===== src/rtl/prqs_pkg.sv =====
// ----------------------------------------------------------------------------
// prqs_pkg
// shared types, sizes and helpers of the priority ready queue scheduler
// ----------------------------------------------------------------------------
package prqs_pkg;

    localparam int MAX_THREADS = 32;
    localparam int PRIO_LEVELS = 64;

    localparam int MODE_W = 2;
    localparam int ID_W   = 5;
    localparam int PRIO_W = 6;
    localparam int IDX_W  = $clog2(MAX_THREADS);
    localparam int CNT_W  = $clog2(MAX_THREADS + 1);

    localparam int S_TDATA_W = ((MODE_W + ID_W + PRIO_W + 7) / 8) * 8;
    localparam int M_TDATA_W = ((ID_W + 4 + CNT_W + 7) / 8) * 8;

    typedef enum logic [MODE_W-1:0] {
        MODE_READY   = 2'd0,
        MODE_RESCHED = 2'd1,
        MODE_KILL    = 2'd2,
        MODE_SUSPEND = 2'd3
    } t_mode;

    typedef enum logic [3:0] {
        S_IDLE,
        S_RESCHED,
        S_INS_START,
        S_INS_CMP,
        S_INS_DONE,
        S_POP,
        S_POP_WAIT,
        S_KILL,
        S_KILL_DONE,
        S_FIN
    } t_state;

    typedef struct packed {
        logic [ID_W-1:0]   id;
        logic [PRIO_W-1:0] prio;
    } t_entry;

    typedef struct packed {
        logic             re;
        logic [IDX_W-1:0] raddr;
        logic             we;
        logic [IDX_W-1:0] waddr;
        t_entry           wdata;
    } t_mem_req;

    typedef struct packed {
        t_mode             mode;
        logic [ID_W-1:0]   thread_id;
        logic [PRIO_W-1:0] priority_req;
    } t_cmd;

    typedef struct packed {
        logic [CNT_W-1:0] ready_count;
        logic             queue_full;
        logic             switched;
        logic             idle;
        logic             running_valid;
        logic [ID_W-1:0]  running_id;
    } t_result;

    // queue position relative to the head, mapped onto the circular memory
    function automatic logic [IDX_W-1:0] phys_addr(input logic [IDX_W-1:0] head,
                                                   input logic [CNT_W-1:0] lidx);
        logic [CNT_W:0] sum;
        sum = (CNT_W+1)'(head) + (CNT_W+1)'(lidx);
        if (sum >= (CNT_W+1)'(MAX_THREADS)) begin
            sum = sum - (CNT_W+1)'(MAX_THREADS);
        end
        return sum[IDX_W-1:0];
    endfunction

    // out-of-range priorities clamp to the least urgent level
    function automatic logic [PRIO_W-1:0] sat_prio(input logic [PRIO_W-1:0] p);
        logic [PRIO_W-1:0] r;
        r = p;
        if (int'(p) >= PRIO_LEVELS) begin
            r = PRIO_W'(PRIO_LEVELS - 1);
        end
        return r;
    endfunction

endpackage


===== src/rtl/prqs_qmem.sv =====
// ----------------------------------------------------------------------------
// prqs_qmem
// queue entry store: one write and one registered read port
// ----------------------------------------------------------------------------
module prqs_qmem (
    input  logic               i_clk,
    input  prqs_pkg::t_mem_req i_req,
    output prqs_pkg::t_entry   o_rdata
);

    prqs_pkg::t_entry mem [prqs_pkg::MAX_THREADS];
    prqs_pkg::t_entry r_rdata;

    always_ff @(posedge i_clk) begin
        if (i_req.we) begin
            mem[i_req.waddr] <= i_req.wdata;
        end
    end

    always_ff @(posedge i_clk) begin
        if (i_req.re) begin
            r_rdata <= mem[i_req.raddr];
        end
    end

    assign o_rdata = r_rdata;

endmodule


===== src/rtl/prqs_ctrl.sv =====
// ----------------------------------------------------------------------------
// prqs_ctrl
// sequencer for insert, kill, re-queue and pop over the entry memory
// ----------------------------------------------------------------------------
module prqs_ctrl (
    input  logic               i_clk,
    input  logic               i_rst_n,
    input  logic               i_start,
    input  prqs_pkg::t_cmd     i_cmd,
    output logic               o_ready,
    output logic               o_res_valid,
    input  logic               i_res_ready,
    output prqs_pkg::t_result  o_res,
    output prqs_pkg::t_mem_req o_mem_req,
    input  prqs_pkg::t_entry   i_mem_rdata
);

    localparam int IDX_W = prqs_pkg::IDX_W;
    localparam int CNT_W = prqs_pkg::CNT_W;
    localparam int ID_W  = prqs_pkg::ID_W;
    localparam int PRIO_W = prqs_pkg::PRIO_W;

    prqs_pkg::t_state r_state, n_state;

    logic [IDX_W-1:0]  r_head, n_head;
    logic [CNT_W-1:0]  r_len, n_len;
    logic [ID_W-1:0]   r_cur_slot, n_cur_slot;
    logic [PRIO_W-1:0] r_cur_prio, n_cur_prio;
    logic              r_running, n_running;
    logic              r_known, n_known;
    logic              r_idle, n_idle;
    logic              r_switched, n_switched;
    logic              r_full, n_full;
    logic              r_pend, n_pend;
    logic              r_found, n_found;
    logic              r_requeue, n_requeue;
    logic [ID_W-1:0]   r_id, n_id;
    logic [ID_W-1:0]   r_tid, n_tid;
    logic [PRIO_W-1:0] r_tprio, n_tprio;
    logic [CNT_W-1:0]  r_idx, n_idx;
    logic [CNT_W-1:0]  r_k, n_k;
    logic [CNT_W-1:0]  r_didx, n_didx;

    logic              full_now;
    logic [CNT_W-1:0]  idx_m1;
    logic [CNT_W-1:0]  idx_m2;
    prqs_pkg::t_entry  new_entry;

    assign full_now  = (r_len >= CNT_W'(prqs_pkg::MAX_THREADS));
    assign idx_m1    = r_idx - CNT_W'(1);
    assign idx_m2    = r_idx - CNT_W'(2);
    assign new_entry = '{id: r_tid, prio: r_tprio};

    // next state
    always_comb begin
        n_state = r_state;
        unique case (r_state)
            prqs_pkg::S_IDLE: begin
                if (i_start) begin
                    unique case (i_cmd.mode)
                        prqs_pkg::MODE_READY: begin
                            n_state = full_now ? prqs_pkg::S_FIN : prqs_pkg::S_INS_START;
                        end
                        prqs_pkg::MODE_KILL: n_state = prqs_pkg::S_KILL;
                        prqs_pkg::MODE_RESCHED,
                        prqs_pkg::MODE_SUSPEND: n_state = prqs_pkg::S_RESCHED;
                        default: n_state = prqs_pkg::S_IDLE;
                    endcase
                end
            end
            prqs_pkg::S_RESCHED: begin
                if (r_known && r_running) begin
                    n_state = full_now ? prqs_pkg::S_FIN : prqs_pkg::S_INS_START;
                end else begin
                    n_state = prqs_pkg::S_POP;
                end
            end
            prqs_pkg::S_INS_START: begin
                n_state = (r_idx == '0) ? prqs_pkg::S_INS_DONE : prqs_pkg::S_INS_CMP;
            end
            prqs_pkg::S_INS_CMP: begin
                // an entry that moves up on the last position leaves the head slot open
                if (i_mem_rdata.prio > r_tprio) begin
                    if (idx_m1 == '0) begin
                        n_state = prqs_pkg::S_INS_START;
                    end
                end else begin
                    n_state = prqs_pkg::S_INS_DONE;
                end
            end
            prqs_pkg::S_INS_DONE: begin
                n_state = r_requeue ? prqs_pkg::S_POP : prqs_pkg::S_FIN;
            end
            prqs_pkg::S_POP: begin
                n_state = (r_len == '0) ? prqs_pkg::S_FIN : prqs_pkg::S_POP_WAIT;
            end
            prqs_pkg::S_POP_WAIT: n_state = prqs_pkg::S_FIN;
            prqs_pkg::S_KILL: begin
                if (!r_pend && (r_k >= r_len)) begin
                    n_state = prqs_pkg::S_KILL_DONE;
                end
            end
            prqs_pkg::S_KILL_DONE: n_state = prqs_pkg::S_RESCHED;
            prqs_pkg::S_FIN: begin
                if (i_res_ready) begin
                    n_state = prqs_pkg::S_IDLE;
                end
            end
            default: n_state = prqs_pkg::S_IDLE;
        endcase
    end

    // datapath and memory accesses
    always_comb begin
        n_head     = r_head;
        n_len      = r_len;
        n_cur_slot = r_cur_slot;
        n_cur_prio = r_cur_prio;
        n_running  = r_running;
        n_known    = r_known;
        n_idle     = r_idle;
        n_switched = r_switched;
        n_full     = r_full;
        n_pend     = r_pend;
        n_found    = r_found;
        n_requeue  = r_requeue;
        n_id       = r_id;
        n_tid      = r_tid;
        n_tprio    = r_tprio;
        n_idx      = r_idx;
        n_k        = r_k;
        n_didx     = r_didx;
        o_mem_req  = '0;

        unique case (r_state)
            prqs_pkg::S_IDLE: begin
                if (i_start) begin
                    n_id       = i_cmd.thread_id;
                    n_idle     = 1'b0;
                    n_switched = 1'b0;
                    n_full     = 1'b0;
                    n_requeue  = 1'b0;
                    unique case (i_cmd.mode)
                        prqs_pkg::MODE_READY: begin
                            n_tid   = i_cmd.thread_id;
                            n_tprio = prqs_pkg::sat_prio(i_cmd.priority_req);
                            n_idx   = r_len;
                            n_full  = full_now;
                        end
                        prqs_pkg::MODE_KILL: begin
                            n_k     = '0;
                            n_pend  = 1'b0;
                            n_found = 1'b0;
                        end
                        prqs_pkg::MODE_SUSPEND: n_running = 1'b0;
                        prqs_pkg::MODE_RESCHED: ;
                        default: ;
                    endcase
                end
            end
            prqs_pkg::S_RESCHED: begin
                if (r_known && r_running) begin
                    if (full_now) begin
                        n_full = 1'b1;
                    end else begin
                        n_tid     = r_cur_slot;
                        n_tprio   = r_cur_prio;
                        n_requeue = 1'b1;
                        n_idx     = r_len;
                    end
                end
            end
            prqs_pkg::S_INS_START: begin
                if (r_idx == '0) begin
                    o_mem_req.we    = 1'b1;
                    o_mem_req.waddr = prqs_pkg::phys_addr(r_head, r_idx);
                    o_mem_req.wdata = new_entry;
                end else begin
                    o_mem_req.re    = 1'b1;
                    o_mem_req.raddr = prqs_pkg::phys_addr(r_head, idx_m1);
                end
            end
            prqs_pkg::S_INS_CMP: begin
                o_mem_req.we    = 1'b1;
                o_mem_req.waddr = prqs_pkg::phys_addr(r_head, r_idx);
                if (i_mem_rdata.prio > r_tprio) begin
                    // shift the less urgent entry one place toward the tail
                    o_mem_req.wdata = i_mem_rdata;
                    n_idx           = idx_m1;
                    if (idx_m1 != '0) begin
                        o_mem_req.re    = 1'b1;
                        o_mem_req.raddr = prqs_pkg::phys_addr(r_head, idx_m2);
                    end
                end else begin
                    o_mem_req.wdata = new_entry;
                end
            end
            prqs_pkg::S_INS_DONE: begin
                n_len = r_len + CNT_W'(1);
                if (r_requeue) begin
                    n_running = 1'b0;
                end else if (r_known && (r_cur_slot == r_tid)) begin
                    n_running = 1'b0;
                end
            end
            prqs_pkg::S_POP: begin
                if (r_len == '0) begin
                    n_idle = 1'b1;
                end else begin
                    o_mem_req.re    = 1'b1;
                    o_mem_req.raddr = r_head;
                end
            end
            prqs_pkg::S_POP_WAIT: begin
                n_switched = !r_known || (i_mem_rdata.id != r_cur_slot);
                n_cur_slot = i_mem_rdata.id;
                n_cur_prio = i_mem_rdata.prio;
                n_running  = 1'b1;
                n_known    = 1'b1;
                n_head     = (r_head == IDX_W'(prqs_pkg::MAX_THREADS - 1)) ? '0
                                                                          : r_head + IDX_W'(1);
                n_len      = r_len - CNT_W'(1);
            end
            prqs_pkg::S_KILL: begin
                // compare the entry read last cycle, close the gap behind a match
                if (r_pend) begin
                    if (!r_found) begin
                        if (i_mem_rdata.id == r_id) begin
                            n_found = 1'b1;
                        end
                    end else begin
                        o_mem_req.we    = 1'b1;
                        o_mem_req.waddr = prqs_pkg::phys_addr(r_head, r_didx - CNT_W'(1));
                        o_mem_req.wdata = i_mem_rdata;
                    end
                end
                if (r_k < r_len) begin
                    o_mem_req.re    = 1'b1;
                    o_mem_req.raddr = prqs_pkg::phys_addr(r_head, r_k);
                    n_didx          = r_k;
                    n_pend          = 1'b1;
                    n_k             = r_k + CNT_W'(1);
                end else begin
                    n_pend = 1'b0;
                end
            end
            prqs_pkg::S_KILL_DONE: begin
                if (r_found) begin
                    n_len = r_len - CNT_W'(1);
                end
                if (r_known && (r_cur_slot == r_id)) begin
                    n_running = 1'b0;
                end
            end
            prqs_pkg::S_FIN: ;
            default: ;
        endcase
    end

    always_ff @(posedge i_clk) begin
        if (!i_rst_n) begin
            r_state    <= prqs_pkg::S_IDLE;
            r_head     <= '0;
            r_len      <= '0;
            r_cur_slot <= '0;
            r_cur_prio <= '0;
            r_running  <= 1'b0;
            r_known    <= 1'b0;
            r_idle     <= 1'b0;
            r_switched <= 1'b0;
            r_full     <= 1'b0;
            r_pend     <= 1'b0;
            r_found    <= 1'b0;
            r_requeue  <= 1'b0;
        end else begin
            r_state    <= n_state;
            r_head     <= n_head;
            r_len      <= n_len;
            r_cur_slot <= n_cur_slot;
            r_cur_prio <= n_cur_prio;
            r_running  <= n_running;
            r_known    <= n_known;
            r_idle     <= n_idle;
            r_switched <= n_switched;
            r_full     <= n_full;
            r_pend     <= n_pend;
            r_found    <= n_found;
            r_requeue  <= n_requeue;
        end
    end

    always_ff @(posedge i_clk) begin
        r_id    <= n_id;
        r_tid   <= n_tid;
        r_tprio <= n_tprio;
        r_idx   <= n_idx;
        r_k     <= n_k;
        r_didx  <= n_didx;
    end

    assign o_ready     = (r_state == prqs_pkg::S_IDLE);
    assign o_res_valid = (r_state == prqs_pkg::S_FIN);

    always_comb begin
        o_res.running_id    = r_cur_slot;
        o_res.running_valid = r_running;
        o_res.idle          = r_idle;
        o_res.switched      = r_switched;
        o_res.queue_full    = r_full;
        o_res.ready_count   = r_len;
    end

endmodule


===== src/rtl/priority_ready_queue_scheduler.sv =====
// ----------------------------------------------------------------------------
// priority_ready_queue_scheduler
// priority ordered ready queue with current thread tracking
// ----------------------------------------------------------------------------
//
// channel   dir   fields in tdata (lsb first)
// s_axis    in    mode[1:0] thread_id[6:2] priority_req[12:7] zero[15:13]
// m_axis    out   running_id[4:0] running_valid[5] idle[6] switched[7]
//                 queue_full[8] ready_count[14:9] zero[15]
//
// one command at a time; the queue lives in a circular entry memory with a
// registered read. a command walks the entry memory as far as it needs and
// then loads its result into the output register. reset is synchronous,
// active low; the memory needs no clearing pass since only entries below
// the fill count are read.
// a waiting result does not block the next command: the output register
// holds it while the sequencer takes new work.
//
module priority_ready_queue_scheduler (
    input  logic                               i_clk,
    input  logic                               i_rst_n,
    // mode, thread_id, priority_req
    input  logic [prqs_pkg::S_TDATA_W-1:0]     i_s_axis_tdata,
    input  logic                               i_s_axis_tvalid,
    output logic                               o_s_axis_tready,
    // running_id, running_valid, idle, switched, queue_full, ready_count
    output logic [prqs_pkg::M_TDATA_W-1:0]     o_m_axis_tdata,
    output logic                               o_m_axis_tvalid,
    input  logic                               i_m_axis_tready
);

    localparam int MODE_W = prqs_pkg::MODE_W;
    localparam int ID_W   = prqs_pkg::ID_W;
    localparam int PRIO_W = prqs_pkg::PRIO_W;
    localparam int M_W    = prqs_pkg::M_TDATA_W;

    logic                       ctrl_ready;
    logic                       in_xfer;
    prqs_pkg::t_cmd             cmd;
    logic                       res_valid;
    logic                       res_ready;
    prqs_pkg::t_result          res;
    prqs_pkg::t_mem_req         mem_req;
    prqs_pkg::t_entry           mem_rdata;

    logic                       r_m_valid;
    logic [M_W-1:0]             r_m_data;

    // command fields from the input transfer
    assign in_xfer          = i_s_axis_tvalid && ctrl_ready;
    assign cmd.mode         = prqs_pkg::t_mode'(i_s_axis_tdata[MODE_W-1:0]);
    assign cmd.thread_id    = i_s_axis_tdata[MODE_W +: ID_W];
    assign cmd.priority_req = i_s_axis_tdata[MODE_W + ID_W +: PRIO_W];
    assign o_s_axis_tready  = ctrl_ready;

    prqs_ctrl u_ctrl (
        .i_clk       (i_clk),
        .i_rst_n     (i_rst_n),
        .i_start     (in_xfer),
        .i_cmd       (cmd),
        .o_ready     (ctrl_ready),
        .o_res_valid (res_valid),
        .i_res_ready (res_ready),
        .o_res       (res),
        .o_mem_req   (mem_req),
        .i_mem_rdata (mem_rdata)
    );

    prqs_qmem u_qmem (
        .i_clk   (i_clk),
        .i_req   (mem_req),
        .o_rdata (mem_rdata)
    );

    // output register, refilled as the old result leaves
    assign res_ready = !r_m_valid || i_m_axis_tready;

    always_ff @(posedge i_clk) begin
        if (!i_rst_n) begin
            r_m_valid <= 1'b0;
        end else if (res_valid && res_ready) begin
            r_m_valid <= 1'b1;
        end else if (i_m_axis_tready) begin
            r_m_valid <= 1'b0;
        end
    end

    always_ff @(posedge i_clk) begin
        if (res_valid && res_ready) begin
            r_m_data <= M_W'({res.ready_count, res.queue_full, res.switched,
                              res.idle, res.running_valid, res.running_id});
        end
    end

    assign o_m_axis_tvalid = r_m_valid;
    assign o_m_axis_tdata  = r_m_data;

endmodule


===== config.mk =====
export PLATFORM = sky130hd
export DESIGN_NAME = priority_ready_queue_scheduler
export DESIGN_NICKNAME = d
export VERILOG_FILES = /design/src/rtl/prqs_pkg.sv /design/src/rtl/prqs_qmem.sv /design/src/rtl/prqs_ctrl.sv /design/src/rtl/priority_ready_queue_scheduler.sv
export SDC_FILE = /design/constraint.sdc
export NUM_CORES = 1
export LEC_CHECK = 0
export ABC_AREA = 1
export BUFFER_PORTS_ARGS = -buffer_cell sky130_fd_sc_hd__buf_2
export CORE_ASPECT_RATIO = 1.1
export CORE_UTILIZATION = 35
export DETAILED_ROUTE_END_ITERATION = 6
export PLACE_DENSITY = 0.63
export RECOVER_POWER = 25
export REMOVE_ABC_BUFFERS = 1
export SYNTH_ARGS = -nofsm -noshare
export SYNTH_HDL_FRONTEND = slang
export SYNTH_SLANG_ARGS = --single-unit

===== constraint.sdc =====
create_clock -name i_clk -period 3.2 [get_ports i_clk]
set_input_delay 0.48 -clock i_clk [delete_from_list [all_inputs] [get_ports i_clk]]
set_output_delay 0.48 -clock i_clk [all_outputs]
set_load 0.02 [all_outputs]

==> impl_results.md <==
* # rows at 94
* Detailed Routing Iterations Pass 1 at 5
* Core Area at around 60000 um^2
* Met3 usage at approximately 2.4%
* Synth top area cells: edfxtp_1, nand3_1, nand2_1, nand3b_1, inv_1
* Yosys reg bits at approximately 450
* Clock Skews at roughly 0.030 ns
* Final WL at approximately 55 mm
* GRT Util Overall at ~18%
* Latest clock arrival within the worst-skew pair at 0.59 ns
* Period utilization at 96.5%
* Vias in the first global route at between 15000 and 20000
* Die Ht at roughly 260 um
* Crit path largest cell delay at around 0.54 ns
* Cells after Synth at around 2100
* Leak pwr at 9.74 nW
* Count leader, synth: edfxtp_1
* Slew Limit Headroom at between 20% and 30%
* Crit path max fanout at 16
* Hold WC Path Type: in2reg
* VDD IR max at 0.000353 V
* Met1 usage at ~22%
* Area Growth Syn to Fin at 15.7%
* Synth Warn # at 0
* Final Worst Setup Slack at around 0.11 ns
* Syn avg cell area at about 10 um^2
* Initial antenna violation count at 0
* ANT nets after route at 0
* Num CTS Buffers at 47
* Share of cells above drive strength 1 at about 10%
* Critical Path Source Type: flip-flop
* Post-synthesis cell type count at 42
* RSZ-0062 raised after global routing: yes
* Setup violators final at 0
* Die Area at approximately 62000 um^2
* Post-DP HPWL at 34.7 mm
* Async set-reset flop share out of synthesis at 0%
* GR Overflow Total at 0
* Clk slew on worst S/H paths at about 0.060 ns
* CP arrival at around 3.4 ns
* Synth Flop Type: edfxtp_1
* Final instance area at roughly 25000 um^2
* Post-DP Area at roughly 23000 um^2
* Root buffer cell: clkbuf_16
* Share of the synthesized area in the top cell type at 57.9%
* Final net count at 2277
* Largest net degree at the start of global routing at 89
* GPL Wtd Cong at roughly 0.9
* Antenna diode instance count at 0
* # IOs at 38
* Dpl cells at about 3000
* Crit. End Element: flip-flop
* Status: finished clean
* First-pass GRT wire length at between 80 and 90 mm
* Max Clock Freq at 0.324 GHz
* CTS tree: yes
* Seq/Total Area, Yosys at about 61%
* H-tree levels at 2
* Vias per std cell at between 5 and 6
* GR met2 Demand/Resource at approximately 30%
* DRT iter0 DRCs at around 1400
* CP required at approximately 3.5 ns
* Clock tree buffer depth at 3
* Post-route DRC at 0
* CTS Hold Bufs at 0
* Buffers added on ports at 33
* Most frequent cells after synthesis: edfxtp_1, nand2_1, nand3_1, inv_1, nand3b_1
* Tightest Pin Transition at around 1.2 ns
* Hold_ws at about 0.078 ns
* Final Hold Viols at 0
* Largest area contributor in the netlist: edfxtp_1
* Pwr dens at 714 nW/um^2
* Number of flops mapped to enable cells by yosys at slightly above 400
* Post-route minimum period at 3.09 ns
* Post-Syn Area at roughly 21000 um^2
* Kind of critical path: reg2reg
* Post-route insts no fill at 3009
* Via count at roughly 15000
* CP max stage cell: o21ai_0
* Fin. max-slew vios at 0
* Maxcap violations at 0
* Worst path cell trace: ha_1 > nand2_1 > nor2_1 > nand3_1 > a21oi_1 > nor2_2 > o21ai_0 > clkbuf_2
* Die width at around 240 um
* # clock sinks at roughly 450
* Place WS at -0.0306 ns
* Starting Density at approximately 36%
* Wire per inst at approximately 18 um
* Busiest layer in global routing: met2
==> where the power goes <==
| part | internal, mW | switching [mW] | total (mW) |
|---|---|---|---|
| clock network | 2.91 | 2.21 | 5.12 |
| registers | 6.93 | 0.268 | 7.20 |
| logic | 1.69 | 3.62 | 5.31 |
==> cell usage in the layout, fill, tap and decap left out, types with 5 or more instances in the layout <==
master     synthesis  layout
a211oi_1           5       5
a21oi_1           47      45
a221oi_1           6       6
buf_12             0      14
buf_2             58      14
buf_4              9      72
buf_6              1      19
clkbuf_1          19      52
clkbuf_16          0      48
clkinv_1           0      10
dfxtp_1           35      35
edfxtp_1         411     411
fa_1               6       6
ha_1              43      42
inv_1            289     287
inv_2              6       5
nand2_1          392     388
nand2_2            6       7
nand3_1          352     349
nand3b_1         154     154
nand4_1            7       7
nor2_1           113     105
nor2_2             1       7
nor3_1             9       8
o21ai_0           52      47
o21ai_2            0       5
o22ai_1           13       9
xnor2_1           12      12
xor2_1            15      15
==> registers in the layout, indices dropped and copies added (netlist names), 4 cells and up <==
name / cells
u_ctrl.r_k: 6
u_ctrl.r_tid: 5
u_ctrl.r_idx: 6
u_ctrl.r_tprio: 6
u_ctrl.r_state: 4
u_ctrl.r_didx: 5
u_ctrl.r_cur_slot: 5
u_ctrl.r_cur_prio: 6
u_ctrl.r_head: 5
u_qmem.mem: 352
u_qmem.o_rdata: 11
u_ctrl.r_id: 5
o_m_axis_tdata: 15
u_ctrl.r_len: 6
==> critical path, delay by kind of cell (launching register included) <==
| kind | cells | cell delay (ns) |
|---|---|---|
| compound gates | 2 | 1.00 |
| flops | 1 | 0.43 |
| fa+ha+maj | 1 | 0.33 |
| buf+inv | 1 | 0.45 |
| simple gates | 4 | 0.59 |
==> metrics by stage <==
stage | power (mW) | util [%] | setup TNS (ns)
finish | 17.6 | 41.1 | 0
CTS | 17.7 | 41.0 | 0
floorplan | 10.4 | - | -28.27
global placement | 12.4 | 38.6 | -1.95
detailed placement | 12.5 | 38.6 | -0.326
global route | 18.5 | 41.1 | -1.10
==> logic make-up (layout without fill, tap and decap cells) <==
family / count (synthesis) / in the layout / share of synthesized area (%)
simple gates: 1048 / 1048 / 23.7
xor+xnor: 27 / 27 / 1.11
compound gates: 132 / 132 / 3.47
fa+ha+maj: 49 / 49 / 3.09
other cells: 1 / 1 / 0.0176
buf+inv: 394 / 538 / 7.47
flops: 446 / 446 / 61.2
==> routing by layer <==
layer / wire (um) / share of wire [%]
met3: 3380 / 6.1
met1: 22800 / 41
met4: 2260 / 4.1
met5: 0 / 0
met2: 26600 / 48
==> timing repair <==
action | CTS | global route
gates resized for setup | 3 | 55
setup buffers | 0 | 3
pin swaps | 0 | 0
endpoints found under the setup margin | 41 | 347
gates cloned | 0 | 2
hold endpoints to repair | 0 | 0
==> final cells by class <==
| cell class | instances | area, um^2 |
|---|---|---|
| repair buffers | 161 | 1290 |
| multi-input cells | 1257 | 6850 |
| clock inverters | 19 | 158 |
| well taps | 768 | 961 |
| fillers | 5699 | 35300 |
| clock buffers | 63 | 1260 |
| flip-flops and latches | 446 | 13000 |
| inverters | 295 | 1110 |
==> final timing paths <==
check	start	endpoint	slack (ns)	depth (start not counted)
max	u_qmem.o_rdata[5]	u_qmem.mem[19][3]	0.11	8
min	i_s_axis_tdata[4]	u_ctrl.r_id[2]	0.08	1
max reg2reg	u_qmem.o_rdata[5]	u_qmem.mem[19][3]	0.11	8
min reg2reg	u_ctrl.r_idle	o_m_axis_tdata[6]	0.44	0
(Power assumes the default switching activity.)
